File: src/hw/rtl/tce_pkg.sv
`timescale 1ns / 1ps
`default_nettype none

package tce_pkg;

  // store size and derived widths
  localparam int unsigned MAX_ELEMS = 4096;
  localparam int unsigned ADDR_W    = $clog2(MAX_ELEMS);
  localparam int unsigned TOTAL_W   = ADDR_W + 1;

  // fixed field widths
  localparam int unsigned IDX_W   = 12;
  localparam int unsigned DIM_W   = 13;
  localparam int unsigned COUNT_W = 13;
  localparam int unsigned PROD_W  = 2 * DIM_W;

  localparam logic [COUNT_W-1:0] COUNT_MAX = '1;

  // divider: quotient bits retired per cycle
  localparam int unsigned DIV_BITS   = 4;
  localparam int unsigned DIV_STEPS  = (ADDR_W + DIV_BITS - 1) / DIV_BITS;
  localparam int unsigned NUM_W      = DIV_STEPS * DIV_BITS;
  localparam int unsigned DIV_CNT_W  = (DIV_STEPS > 1) ? $clog2(DIV_STEPS) : 1;

  // configuration register indexes
  localparam int unsigned CFG_IDX_W = 1;
  typedef enum logic [CFG_IDX_W-1:0] {
    REG_ROW_COUNT = 1'b0,
    REG_COL_COUNT = 1'b1
  } cfg_reg_e;

  // stream payload layout
  localparam int unsigned IN_TDATA_W       = 8;
  localparam int unsigned IN_BEGIN_BIT     = 0;
  localparam int unsigned OUT_TDATA_W      = 32;
  localparam int unsigned OUT_VALID_BIT    = 0;
  localparam int unsigned OUT_INDEX_LSB    = 1;
  localparam int unsigned OUT_CLOSES_BIT   = OUT_INDEX_LSB + IDX_W;
  localparam int unsigned OUT_FINISHED_BIT = OUT_CLOSES_BIT + 1;
  localparam int unsigned OUT_COUNT_LSB    = OUT_FINISHED_BIT + 1;
  localparam int unsigned OUT_ERROR_BIT    = OUT_COUNT_LSB + COUNT_W;

  // bitmap access request
  typedef struct packed {
    logic              we;
    logic [ADDR_W-1:0] addr;
    logic              wdata;
  } bmp_req_t;

endpackage

`default_nettype wire

File: src/hw/rtl/tce_step_unit.sv
`timescale 1ns / 1ps
`default_nettype none

// next index of the transposition: x = a*C + b maps to b*R + a
module tce_step_unit import tce_pkg::*; (
  input  wire logic              clk_i,
  input  wire logic              rst_ni,
  input  wire logic              start_i,
  input  wire logic [ADDR_W-1:0] x_i,
  input  wire logic [DIM_W-1:0]  rows_i,
  input  wire logic [DIM_W-1:0]  cols_i,
  output logic                   done_o,
  output logic [ADDR_W-1:0]      next_o
);

  typedef enum logic [1:0] {
    ST_IDLE,
    ST_DIV,
    ST_MUL
  } state_e;

  state_e               state_q;
  logic [DIV_CNT_W-1:0] cnt_q;
  logic [NUM_W-1:0]     num_q;
  logic [NUM_W-1:0]     quo_q;
  logic [DIM_W-1:0]     rem_q;
  logic [ADDR_W-1:0]    next_q;
  logic                 done_q;

  logic [NUM_W-1:0]     num_d;
  logic [NUM_W-1:0]     quo_d;
  logic [DIM_W-1:0]     rem_d;
  logic [DIM_W:0]       trial;
  logic [PROD_W-1:0]    prod;
  logic [ADDR_W-1:0]    next_d;

  // restoring division, several quotient bits per cycle
  always_comb begin
    rem_d = rem_q;
    num_d = num_q;
    quo_d = quo_q;
    trial = '0;
    for (int k = 0; k < DIV_BITS; k++) begin
      trial = {rem_d, num_d[NUM_W-1]};
      num_d = {num_d[NUM_W-2:0], 1'b0};
      if (trial >= {1'b0, cols_i}) begin
        rem_d = DIM_W'(trial - {1'b0, cols_i});
        quo_d = {quo_d[NUM_W-2:0], 1'b1};
      end else begin
        rem_d = trial[DIM_W-1:0];
        quo_d = {quo_d[NUM_W-2:0], 1'b0};
      end
    end
  end

  // remainder times rows plus quotient
  assign prod   = {{DIM_W{1'b0}}, rem_q} * {{DIM_W{1'b0}}, rows_i};
  assign next_d = prod[ADDR_W-1:0] + ADDR_W'(quo_q);

  always_ff @(posedge clk_i or negedge rst_ni) begin
    if (!rst_ni) begin
      state_q <= ST_IDLE;
      cnt_q   <= '0;
      done_q  <= 1'b0;
      num_q   <= '0;
      quo_q   <= '0;
      rem_q   <= '0;
      next_q  <= '0;
    end else begin
      done_q <= 1'b0;
      case (state_q)
        ST_IDLE: begin
          if (start_i) begin
            num_q   <= NUM_W'(x_i);
            quo_q   <= '0;
            rem_q   <= '0;
            cnt_q   <= '0;
            state_q <= ST_DIV;
          end
        end
        ST_DIV: begin
          num_q <= num_d;
          quo_q <= quo_d;
          rem_q <= rem_d;
          cnt_q <= cnt_q + 1'b1;
          if (cnt_q == DIV_CNT_W'(DIV_STEPS - 1)) begin
            state_q <= ST_MUL;
          end
        end
        ST_MUL: begin
          next_q  <= next_d;
          done_q  <= 1'b1;
          state_q <= ST_IDLE;
        end
        default: state_q <= ST_IDLE;
      endcase
    end
  end

  assign done_o = done_q;
  assign next_o = next_q;

endmodule

`default_nettype wire

File: config.mk
export PLATFORM = sky130hd
export DESIGN_NAME = tce_step_unit
export DESIGN_NICKNAME = d
export VERILOG_FILES = /design/src/hw/rtl/tce_pkg.sv /design/src/hw/rtl/tce_step_unit.sv
export SDC_FILE = /design/constraint.sdc
export NUM_CORES = 1
export LEC_CHECK = 0
export BUFFER_PORTS_ARGS = -buffer_cell sky130_fd_sc_hd__buf_2
export CAP_MARGIN = 0
export CORE_UTILIZATION = 25
export CTS_BUF_LIST = sky130_fd_sc_hd__clkbuf_4 sky130_fd_sc_hd__clkbuf_8 sky130_fd_sc_hd__clkbuf_16
export DETAILED_ROUTE_END_ITERATION = 16
export PLACE_DENSITY = 0.39
export SLEW_MARGIN = 20
export SYNTH_ARGS = -nofsm -noshare
export SYNTH_HDL_FRONTEND = slang
export SYNTH_SLANG_ARGS = --single-unit
File: constraint.sdc
create_clock -name clk_i -period 20.6 [get_ports clk_i]
set_input_delay 3.09 -clock clk_i [delete_from_list [all_inputs] [get_ports clk_i]]
set_output_delay 3.09 -clock clk_i [all_outputs]
set_load 0.01 [all_outputs]
==> impl_summary.txt, run 1 <==
----------------------------------------------------
[Logic synthesis]
  Predominant post-synthesis flop cell ... dfrtp_1
  Unique cell type count in the Yosys netlist ... 72
  Mean post-synth cell area ... 8.23 um2
  Warnings from Yosys ... 0
  Fraction of the yosys area taken by sequential cells ... 17.3%
  Share of synthesized registers carrying an async set or reset ... 100%
  Gate count after technology mapping ... 946
  Post-synthesis sequential element count ... 54
  Synthesized cell area ... 7790 um2
  Count of flip-flops with a built-in enable after synthesis ... 0
  Post-synth net total ... 1,126

[Floorplan]
  Core Region ... 30,600 um2
  Height of the die ... 179 um
  Starting density of the core ... 25.5%
  I/O pin count ... 54
  Area of the die ... 31,900 um2
  Std-Cell Rows ... 64
  Die width ... 179 um

[Finish]
  Non-filler cells, final ... 1,371
  Commonest cells after routing, fill and taps aside ... nand2_1, inv_1, ha_1
  Final standard cell area without fillers ... 8580 um2
  Final net count ... 1,154
  Number of filler cells placed in the layout ... 3,381
  Share of post-route cells with drive strength above 1 ... 9.54%
  Most common cell after layout, fill and taps aside ... nand2_1
  Area overhead of the layout relative to synthesis ... 10.2%
  ANT cells ... 0

[Route]
  Sum of met2 wire segment lengths after detailed routing ... 11.3 mm
  DRT Wirelength ... 23.1 mm
  Detail Route met3 WL ... 714 um
  Vias ... 6,628
  Top Layer Used ... met5
  Post-route DRC violation count ... 0
  Starting DRT DRC Count ... 364
  Number of routed nets with antenna violations ... 0
  DR pass1 iterations ... 5
  Wirelength per Cell ... 16.8 um
  Total routed wire length on the met1 layer ... 10.6 mm
  Detailed-route vias per instance ... 4.83

[CTS]
  Setup fix buffers added after clock tree synthesis ... 0
  Clock tree from TritonCTS ... yes
  Sinks on the clock net ... 54
  Clock-pin slew of the registers on the worst-case setup and hold paths ... 80 ps
  Clock insertion delay at the later pin of the skew report ... 310 ps
  Max H-tree Level ... 2
  Root buffer selected by CTS ... clkbuf_16
  Resized Gates After CTS ... 0
  Clock buffers created by TritonCTS ... 5
  Bufs on Longest Clock Path ... 2
  Quantity of hold-fixing buffers added after cts ... 0

[STA]
  Count of final hold-check violations ... 0
  Transition at the pin with the smallest max-transition slack ... 969 ps
  Unrepaired setup endpoints after global routing ... no
  Total count of max-transition violations in the final report ... 0
  Final clock period utilization by the worst path ... 64.7%
  Period minus WS final ... 13,340 ps
  Total negative slack ... 0 ps
  Slew headroom ... 35.2%
  Setup violations, final ... 0
  Worst Clk Skew ... 11.2 ps
  Max Fclk ... 75.0 MHz

[Global routing]
  Antenna violations before repair ... 1
  Via count of the first global-routing pass ... 6,686
  Total GRT Usage ... 15.3%
  Largest net degree at the start of global routing ... 55
  Wire length of the first global-routing pass ... 37.1 mm
  GRT overflow ... 0

[Worst setup path]
  Highest cell delay on the worst timing path ... 730 ps
  Peak fanout along the critical path ... 15
  Required time worst endpoint ... 20,810 ps
  Max stage delay cell, worst path ... or4_1
  First element of the critical path ... cols_i[0]
  Critical path class ... in2reg
  Kind of start point of the critical path ... input port
  Endpoint kind of the worst setup timing path ... register
  Crit Reg-Reg Startpoint ... rem_q[3]
  Worst Path Arrival ... 13,550 ps

[Placement]
  Final GP Congestion ... 0.797
  Count of port buffers added during placement ... 52
  Cell count after placement ... 1,363
  Cell area after placement ... 8430 um2
  Dpl hpwl ... 18.4 mm

[Flow run]
  Number of max-capacitance violations reported ... 0

[Min path]
  Hold path startpoint ... next_o[8]
  Class of the most critical hold timing path ... reg2reg

[Status]
  Outcome ... finished clean

----------------------------------------------------
sequential cells by signal, summed over array words and instances (netlist names):
name     cells
cnt_q        2
num_q       12
state_q      2
next_o      12
done_o       1
rem_q       13
quo_q       12
Yosys cell counts, types with 3 or more instances:
| cell | n | area share, % |
|---|---|---|
| a211oi_1 | 4 | 0.39 |
| a21o_1 | 17 | 1.6 |
| a21oi_1 | 56 | 3.6 |
| a221o_1 | 3 | 0.39 |
| a22o_1 | 8 | 0.90 |
| a311o_1 | 7 | 0.90 |
| a31oi_1 | 4 | 0.32 |
| and2_1 | 30 | 2.4 |
| and3_1 | 5 | 0.40 |
| and4_1 | 8 | 0.90 |
| buf_2 | 4 | 0.26 |
| buf_6 | 4 | 0.58 |
| clkbuf_1 | 27 | 1.3 |
| dfrtp_1 | 54 | 17 |
| fa_1 | 52 | 13 |
| ha_1 | 87 | 14 |
| inv_1 | 121 | 5.8 |
| mux2i_1 | 16 | 2.1 |
| nand2_1 | 135 | 6.5 |
| nand2b_1 | 10 | 0.80 |
| nand3_1 | 9 | 0.58 |
| nand4_1 | 14 | 1.1 |
| nor2_1 | 35 | 1.7 |
| nor2b_1 | 9 | 0.72 |
| nor3_1 | 11 | 0.71 |
| o2111ai_1 | 3 | 0.34 |
| o211ai_1 | 8 | 0.77 |
| o21ai_0 | 62 | 4.0 |
| o21bai_1 | 12 | 1.2 |
| o221ai_1 | 3 | 0.34 |
| o311ai_2 | 3 | 0.63 |
| o31ai_1 | 4 | 0.39 |
| o32ai_1 | 3 | 0.34 |
| or2_2 | 6 | 0.48 |
| or4_1 | 4 | 0.39 |
| xnor2_1 | 47 | 5.3 |
| xor2_1 | 20 | 2.2 |
final cells by class:
| type | instances | area, um2 | area share [%] |
|---|---|---|---|
| clock buffers | 5 | 125 | 1.46 |
| repair buffers | 58 | 305 | 3.56 |
| multi-input cells | 733 | 5820 | 67.8 |
| clock inverters | 3 | 28.8 | 0.335 |
| inverters | 122 | 458 | 5.34 |
| well taps | 396 | 495 | 5.77 |
| flip-flops and latches | 54 | 1350 | 15.7 |
layer usage:
layer,vias up,track usage (%)
li1,3296,-
met1,3196,19.4
met2,107,27.2
met3,27,1.75
met4,2,3.71
met5,-,0
worst paths after layout:
kind / to / slack (ps) / cells past startpoint
setup / recovery: rem_q[0] / 7260 / 34
hold / removal: next_o[8] / 480 / 2
setup reg to reg: rem_q[0] / 9760 / 32
hold reg to reg: next_o[8] / 480 / 2
max in group asynchronous: num_q[3] / 17160 / 2
min in group asynchronous: next_o[9] / 2930 / 2
logic make-up after synthesis:
group                      after synthesis  synth area share (%)
muxes                                   18                  2.34
buffers and inverters                  159                  8.16
xor gates and xnor gates                67                  7.53
AOI/OAI and AO/OA                      223                  19.3
adders and majority gates              139                  27.3
DFF                                     54                  17.3
and+or+nand+nor                        286                  18.0
stage by stage:
stage / setup WS, ps / utilization, % / hold WS (ps)
6_report: 7260 / 28.1 / 477
5_1_grt: 6670 / 28.1 / 508
4_1_cts: 7330 / 28.1 / 486
3_5_place_dp: 7040 / 27.5 / 466
3_3_place_gp: 6950 / 27.5 / 461
2_1_floorplan: 9190 / - / 450
critical path: cells and delay by family:
kind,cells,cell delay [ps]
simple gates,8,3020
mux,2,1030
fa+ha+maj,5,1800
compound gates,17,4320
buf+inv,2,260
Power of run 1 is left out: the tool's default activity adds up to more than one toggle a clock period on the data nets, which glitch-free logic cannot reach.
==> run 2, diff against run 1 <==
ABC_AREA = 1   (was default)
PLACE_DENSITY = 0.4   (was 0.39)
clock period = 10.8 ns   (was 20.6 ns; I/O delays follow)
==> run 2 against run 1 <==
Sequential cell count stayed put. Global-route usage decreased by 0.70 points. Register-to-register slack got worse by 7500 ps. Via count rose by 4.0%. Worst setup slack got worse by 6100 ps. Routed wire length is 0.23% higher. Cell area is 3.7% higher. Clock skew down 1.6 ps. Sequential share of layout area fell by 0.57 points. Critical path type unchanged.
==> impl_summary.txt, run 2 <==
----------------------------------------------------
[Floorplan]
  Std-Cell Rows ... 65 (was 64)
  Height of the die ... 182 um (was 179 um)
  Area of the die ... 33,200 um2 (was 31,900 um2)
  Starting density of the core ... 25.6% (was 25.5%)
  I/O pin count ... 54 (unchanged)
  Core Region ... 31,700 um2 (was 30,600 um2)
  Die width ... 182 um (was 179 um)

[Worst setup path]
  Gate family responsible for the most delay along the worst path ... simple AND/OR/NAND/NOR gates (was compound AO/OA/AOI/OAI gates)
  First element of the critical path ... cols_i[1] (was cols_i[0])
  Kind of start point of the critical path ... input port (unchanged)
  Critical Path Most Common Cell ... nand2_1
  Max stage delay cell, worst path ... o21ai_0 (was or4_1)
  Crit Reg-Reg Startpoint ... rem_q[3] (unchanged)
  Highest cell delay on the worst timing path ... 490 ps (was 730 ps)
  Cell depth of the worst setup path ... 47 (was 34)
  Destination of the critical timing path ... rem_q[2] (was rem_q[0])
  Peak fanout along the critical path ... 24 (was 15)
  Critical path class ... in2reg (unchanged)
  Setup slack on the worst flop-to-flop path ... 2230 ps (was 9760 ps)
  Worst Path Arrival ... 9850 ps (was 13,550 ps)
  Required time worst endpoint ... 11,040 ps (was 20,810 ps)
  Endpoint kind of the worst setup timing path ... register (unchanged)
  Sum of buffers and inverters on the critical path ... 9 (was 2)
  Number of cells on the worst reg-to-reg path ... 47 (was 32)
  RR Endpoint ... rem_q[2] (was rem_q[0])

[Min path]
  Class of the most critical hold timing path ... reg2reg (unchanged)
  Hold Path Depth ... 2 (unchanged)

[Route]
  Starting DRT DRC Count ... 334 (was 364)
  Wirelength per Cell ... 14.8 um (was 16.8 um)
  DRT Wirelength ... 23.1 mm (about the same)
  DR pass1 iterations ... 4 (was 5)
  Detailed-route vias per instance ... 4.39 (was 4.83)
  Vias ... 6,895 (was 6,628)
  Number of routed nets with antenna violations ... 0 (unchanged)
  Post-route DRC violation count ... 0 (unchanged)

[STA]
  Setup violations, final ... 0 (unchanged)
  Total negative slack ... 0 ps (unchanged)
  Slew headroom ... 42.8% (was 35.2%)
  Max Fclk ... 104 MHz
  Unrepaired setup endpoints after global routing ... no (unchanged)
  Total count of max-transition violations in the final report ... 0 (unchanged)
  Transition at the pin with the smallest max-transition slack ... 856 ps (was 969 ps)
  Worst Clk Skew ... 9.53 ps (was 11.2 ps)
  Period minus WS final ... 9610 ps
  Final clock period utilization by the worst path ... 88.9%
  Count of final hold-check violations ... 0 (unchanged)
  Min Hold Slack ... 469 ps (was 477 ps)

[CTS]
  Quantity of hold-fixing buffers added after cts ... 0 (unchanged)
  Resized Gates After CTS ... 0 (unchanged)
  Setup fix buffers added after clock tree synthesis ... 0 (unchanged)
  Clock-pin slew of the registers on the worst-case setup and hold paths ... 80 ps (about the same)
  Clock tree from TritonCTS ... yes (unchanged)
  Sinks on the clock net ... 54 (unchanged)
  Clock insertion delay at the later pin of the skew report ... 300 ps (was 310 ps)
  Clock buffers created by TritonCTS ... 5 (unchanged)
  Root buffer selected by CTS ... clkbuf_16 (unchanged)
  Max H-tree Level ... 2 (unchanged)
  Bufs on Longest Clock Path ... 2 (unchanged)

[Finish]
  Number of flip-flops in the largest register ... 13 (unchanged)
  Final standard cell area without fillers ... 8900 um2 (was 8580 um2)
  Most common cell after layout, fill and taps aside ... nand2_1 (unchanged)
  Number of filler cells placed in the layout ... 3,594 (was 3,381)
  Non-filler cells, final ... 1,569 (was 1,371)
  Commonest cells after routing, fill and taps aside ... nand2_1, inv_1, ha_1 (unchanged)
  Share of post-route cells with drive strength above 1 ... 12.2% (was 9.54%)
  Register with the most flip-flops ... rem_q (unchanged)
  ANT cells ... 0 (unchanged)
  Area overhead of the layout relative to synthesis ... 9.70% (was 10.2%)
  Final net count ... 1,346 (was 1,154)

[Global routing]
  Wire length of the first global-routing pass ... 37.7 mm (was 37.1 mm)
  Via count of the first global-routing pass ... 7,044 (was 6,686)
  Total GRT Usage ... 14.6% (was 15.3%)
  GRT overflow ... 0 (unchanged)
  Antenna violations before repair ... 0 (was 1)
  Largest net degree at the start of global routing ... 55 (unchanged)

[Logic synthesis]
  Synthesized cell area ... 8120 um2 (was 7790 um2)
  Post-synth net total ... 1,310 (was 1,126)
  Leading cell types by total area after synthesis ... dfrtp_1, nand2_1, ha_1, fa_1, inv_1 (was dfrtp_1, ha_1, fa_1, nand2_1, inv_1)
  Post-synthesis sequential element count ... 54 (unchanged)
  Count of flip-flops with a built-in enable after synthesis ... 0 (unchanged)
  Warnings from Yosys ... 0 (unchanged)
  Fraction of the yosys area taken by sequential cells ... 16.7% (was 17.3%)
  Largest area contributor in the synthesized netlist ... dfrtp_1 (unchanged)
  Gate count after technology mapping ... 1,130 (was 946)
  Library cell with the highest instance count after synthesis ... nand2_1 (unchanged)
  Predominant post-synthesis flop cell ... dfrtp_1 (unchanged)
  Share of the synthesized area in the top cell type ... 16.7% (was 17.3%)
  Unique cell type count in the Yosys netlist ... 48 (was 72)
  Commonest cells in the netlist ... nand2_1, inv_1, ha_1 (unchanged)
  Mean post-synth cell area ... 7.18 um2 (was 8.23 um2)
  Share of synthesized registers carrying an async set or reset ... 100% (unchanged)

[Placement]
  Count of port buffers added during placement ... 52 (unchanged)
  Cell count after placement ... 1,561 (was 1,363)
  Dpl hpwl ... 18.8 mm (was 18.4 mm)
  Cell area after placement ... 8750 um2 (was 8430 um2)
  Final GP Congestion ... 0.812 (was 0.797)

[Status]
  Outcome ... finished clean (unchanged)

[Flow run]
  Number of max-capacitance violations reported ... 0 (unchanged)

----------------------------------------------------
-- run 2: cell count changes after synthesis, moves of 21 or more --
cell,change
nand2_1,+173
inv_1,+102
nand3_1,+43
o21ai_0,-35
and2_1,-29
xnor2_1,-25
nand3_2,+22
xor2_1,+21
-- run 2: cells by family after synthesis --
group,count (synthesis),synth area share [%]
adder cells (fa/ha/maj),139,26.2
AO/OA/AOI/OAI,134,10.2
buffers and inverters,260,12.9
AND/OR/NAND/NOR,480,27.2
flip-flops,54,16.7
XOR/XNOR,63,6.80
-- run 2: per-layer routing --
metal,track usage [%],share of wire (%)
met5,0,0
met1,18.5,47
met3,1.20,1.7
met4,3.13,1.7
met2,26.6,50
-- run 2: worst min path at each step --
stage,startpoint,end,slack (ps)
after floorplan,num_q[4],num_q[4],450
after global placement,next_o[4],next_o[4],460
after detailed placement,next_o[4],next_o[4],460
after CTS,next_o[4],next_o[4],480
after global routing,next_o[2],next_o[2],500
final,next_o[4],next_o[4],470
-- run 2: metrics by stage --
| step | utilization (%) | setup slack [ps] |
|---|---|---|
| after floorplan | - | 3000 |
| after global placement | 27.6 | 850 |
| after detailed placement | 27.6 | 837 |
| after CTS | 28.1 | 1150 |
| after global routing | 28.1 | 383 |
| final | 28.1 | 1190 |
-- run 2: final cells by class --
cell class                      instances  area, um2  area share, %
Multi-Input combinational cell        816       5720           64.3
Sequential cell                        54       1350           15.2
Inverter                              231        868           9.75
Tap cell                              402        503           5.65
Timing Repair Buffer                   58        305           3.43
Clock buffer                            5        125           1.41
Clock inverter                          3       28.8          0.323
-- run 2: tightest hold or removal path: cells and delay by family, from the launching register on --
kind / cells / cell delay (ps)
and+or+nand+nor: 2 / 100
DFF: 1 / 340
Power of run 2 is left out for the same reason.
==> run 3, diff against run 2 <==
ABC_AREA = 0   (was 1)
ABC_CLOCK_PERIOD_IN_PS = 10800   (was default)
==> run 3 against run 2 <==
Routed wire length up 4.4%. First-iteration DRC count down 4.8%. Sequential share of layout area down 0.81 points. Worst setup slack worse by 630 ps. Clock-buffer cell count unchanged. Highest routed layer is now met5.
==> impl_summary.txt, run 3 (same netlist as run 1, synthesis figures left out) <==
----------------------------------------------------
[Min path]
  Hold endpoint ... next_o[10] (was next_o[4])
  Hold Path Depth ... 2 (unchanged)
  Hold path startpoint ... next_o[10] (was next_o[4])
  Class of the most critical hold timing path ... reg2reg (unchanged)

[CTS]
  Clock insertion delay at the later pin of the skew report ... 310 ps (was 300 ps)
  Max H-tree Level ... 2 (unchanged)
  Sinks on the clock net ... 54 (unchanged)
  Root buffer selected by CTS ... clkbuf_16 (unchanged)
  Clock buffers created by TritonCTS ... 5 (unchanged)
  Bufs on Longest Clock Path ... 2 (unchanged)
  Setup fix buffers added after clock tree synthesis ... 0 (unchanged)
  Clock-pin slew of the registers on the worst-case setup and hold paths ... 70 ps (was 80 ps)
  Resized Gates After CTS ... 0 (unchanged)
  Quantity of hold-fixing buffers added after cts ... 0 (unchanged)
  Clock tree from TritonCTS ... yes (unchanged)

[Finish]
  ANT cells ... 0 (unchanged)
  Commonest cells after routing, fill and taps aside ... nand2_1, inv_1, buf_4 (was nand2_1, inv_1, ha_1)
  Most common cell after layout, fill and taps aside ... nand2_1 (unchanged)
  Register with the most flip-flops ... rem_q (unchanged)
  Share of post-route cells with drive strength above 1 ... 18.5% (was 12.2%)
  Number of filler cells placed in the layout ... 3,337 (was 3,594)
  Area overhead of the layout relative to synthesis ... 20.8% (was 9.70%)
  Number of flip-flops in the largest register ... 13 (unchanged)
  Final net count ... 1,259 (was 1,346)

[Floorplan]
  Starting density of the core ... 25.5% (was 25.6%)
  Height of the die ... 179 um (was 182 um)
  Std-Cell Rows ... 64 (was 65)
  Core Region ... 30,600 um2 (was 31,700 um2)
  I/O pin count ... 54 (unchanged)
  Die width ... 179 um (was 182 um)
  Area of the die ... 31,900 um2 (was 33,200 um2)

[STA]
  Final clock period utilization by the worst path ... 94.8% (was 88.9%)
  Setup violations, final ... 0 (unchanged)
  Count of final hold-check violations ... 0 (unchanged)
  Total negative slack ... 0 ps (unchanged)
  Slew headroom ... 37.0% (was 42.8%)
  Min Hold Slack ... 475 ps (was 469 ps)
  Period minus WS final ... 10,240 ps (was 9610 ps)
  Total count of max-transition violations in the final report ... 0 (unchanged)
  Worst Clk Skew ... 9.49 ps (was 9.53 ps)
  Unrepaired setup endpoints after global routing ... no (unchanged)
  Transition at the pin with the smallest max-transition slack ... 942 ps (was 856 ps)
  Max Fclk ... 97.7 MHz (was 104 MHz)

[Route]
  Detail Route met3 WL ... 705 um (was 396 um)
  Sum of met2 wire segment lengths after detailed routing ... 11.8 mm (was 11.6 mm)
  Vias ... 6,911 (was 6,895)
  Detailed-route vias per instance ... 4.68 (was 4.39)
  Top Layer Used ... met5 (was met4)
  Number of routed nets with antenna violations ... 0 (unchanged)
  Starting DRT DRC Count ... 318 (was 334)
  DRT Wirelength ... 24.2 mm (was 23.1 mm)
  DR pass1 iterations ... 4 (unchanged)
  Total routed wire length on the met1 layer ... 11.3 mm (was 10.8 mm)
  Wirelength per Cell ... 16.4 um (was 14.8 um)
  Post-route DRC violation count ... 0 (unchanged)

[Worst setup path]
  Worst Path Arrival ... 10,450 ps (was 9850 ps)
  Setup slack on the worst flop-to-flop path ... 1510 ps (was 2230 ps)
  Required time worst endpoint ... 11,010 ps (was 11,040 ps)
  RR Endpoint ... rem_q[4] (was rem_q[2])
  Number of cells on the worst reg-to-reg path ... 34 (was 47)
  Critical Path Most Common Cell ... a21oi_1 (was nand2_1)
  Max stage delay cell, worst path ... or4_1 (was o21ai_0)
  Endpoint kind of the worst setup timing path ... register (unchanged)
  Peak fanout along the critical path ... 11 (was 24)
  Critical path class ... in2reg (unchanged)
  First element of the critical path ... cols_i[10] (was cols_i[1])
  Highest cell delay on the worst timing path ... 680 ps (was 490 ps)
  Crit Reg-Reg Startpoint ... rem_q[2] (was rem_q[3])
  Kind of start point of the critical path ... input port (unchanged)

[Global routing]
  Wire length of the first global-routing pass ... 38.5 mm (was 37.7 mm)
  Total GRT Usage ... 15.9% (was 14.6%)
  GRT overflow ... 0 (unchanged)
  Largest net degree at the start of global routing ... 55 (unchanged)
  Antenna violations before repair ... 1 (was 0)
  Via count of the first global-routing pass ... 7,035 (was 7,044)

[Placement]
  Count of port buffers added during placement ... 52 (unchanged)
  Dpl hpwl ... 19.7 mm (was 18.8 mm)
  Final GP Congestion ... 0.826 (was 0.812)

[Status]
  Outcome ... finished clean (unchanged)

[Flow run]
  Number of max-capacitance violations reported ... 0 (unchanged)

----------------------------------------------------
-- run 3: worst max-delay path, delay by kind of cell --
| family | cells | cell delay, ps |
|---|---|---|
| buffers and inverters | 5 | 640 |
| AOI/OAI and AO/OA | 20 | 4680 |
| and+or+nand+nor | 7 | 2270 |
| adders and majority gates | 4 | 1230 |
-- run 3: cell type report --
class	count	area, um2	share of cell area [%]
flip-flops and latches	54	1350	14.4
multi-input cells	733	5840	62.0
inverters	122	458	4.87
well taps	396	495	5.27
clock inverters	3	47.5	0.505
repair buffers	163	1090	11.6
clock buffers	5	125	1.33
-- run 3: how the worst max path moves through the flow --
stage	end	slack (ps)
after global placement	rem_q[7]	210
after CTS	rem_q[4]	520
after floorplan	rem_q[2]	860
after global routing	rem_q[9]	40
final	rem_q[4]	560
after detailed placement	rem_q[4]	240
-- run 3: metal layers --
layer	GRT usage (%)	vias to the layer above
met3	1.62	24
met4	3.07	2
met5	0	-
li1	-	3502
met1	20.5	3296
met2	28.4	87
-- run 3: per-stage QoR --
step	util (%)	setup WS, ps	cell area, um2	std cells
3_5_place_dp	30.1	243	9220	1468
4_1_cts	30.7	519	9390	1476
2_1_floorplan	-	859	7790	946
6_report	30.8	562	9410	1476
3_3_place_gp	30.1	215	9220	1468
5_1_grt	30.8	38.9	9410	1476
Power of run 3 is left out for the same reason.
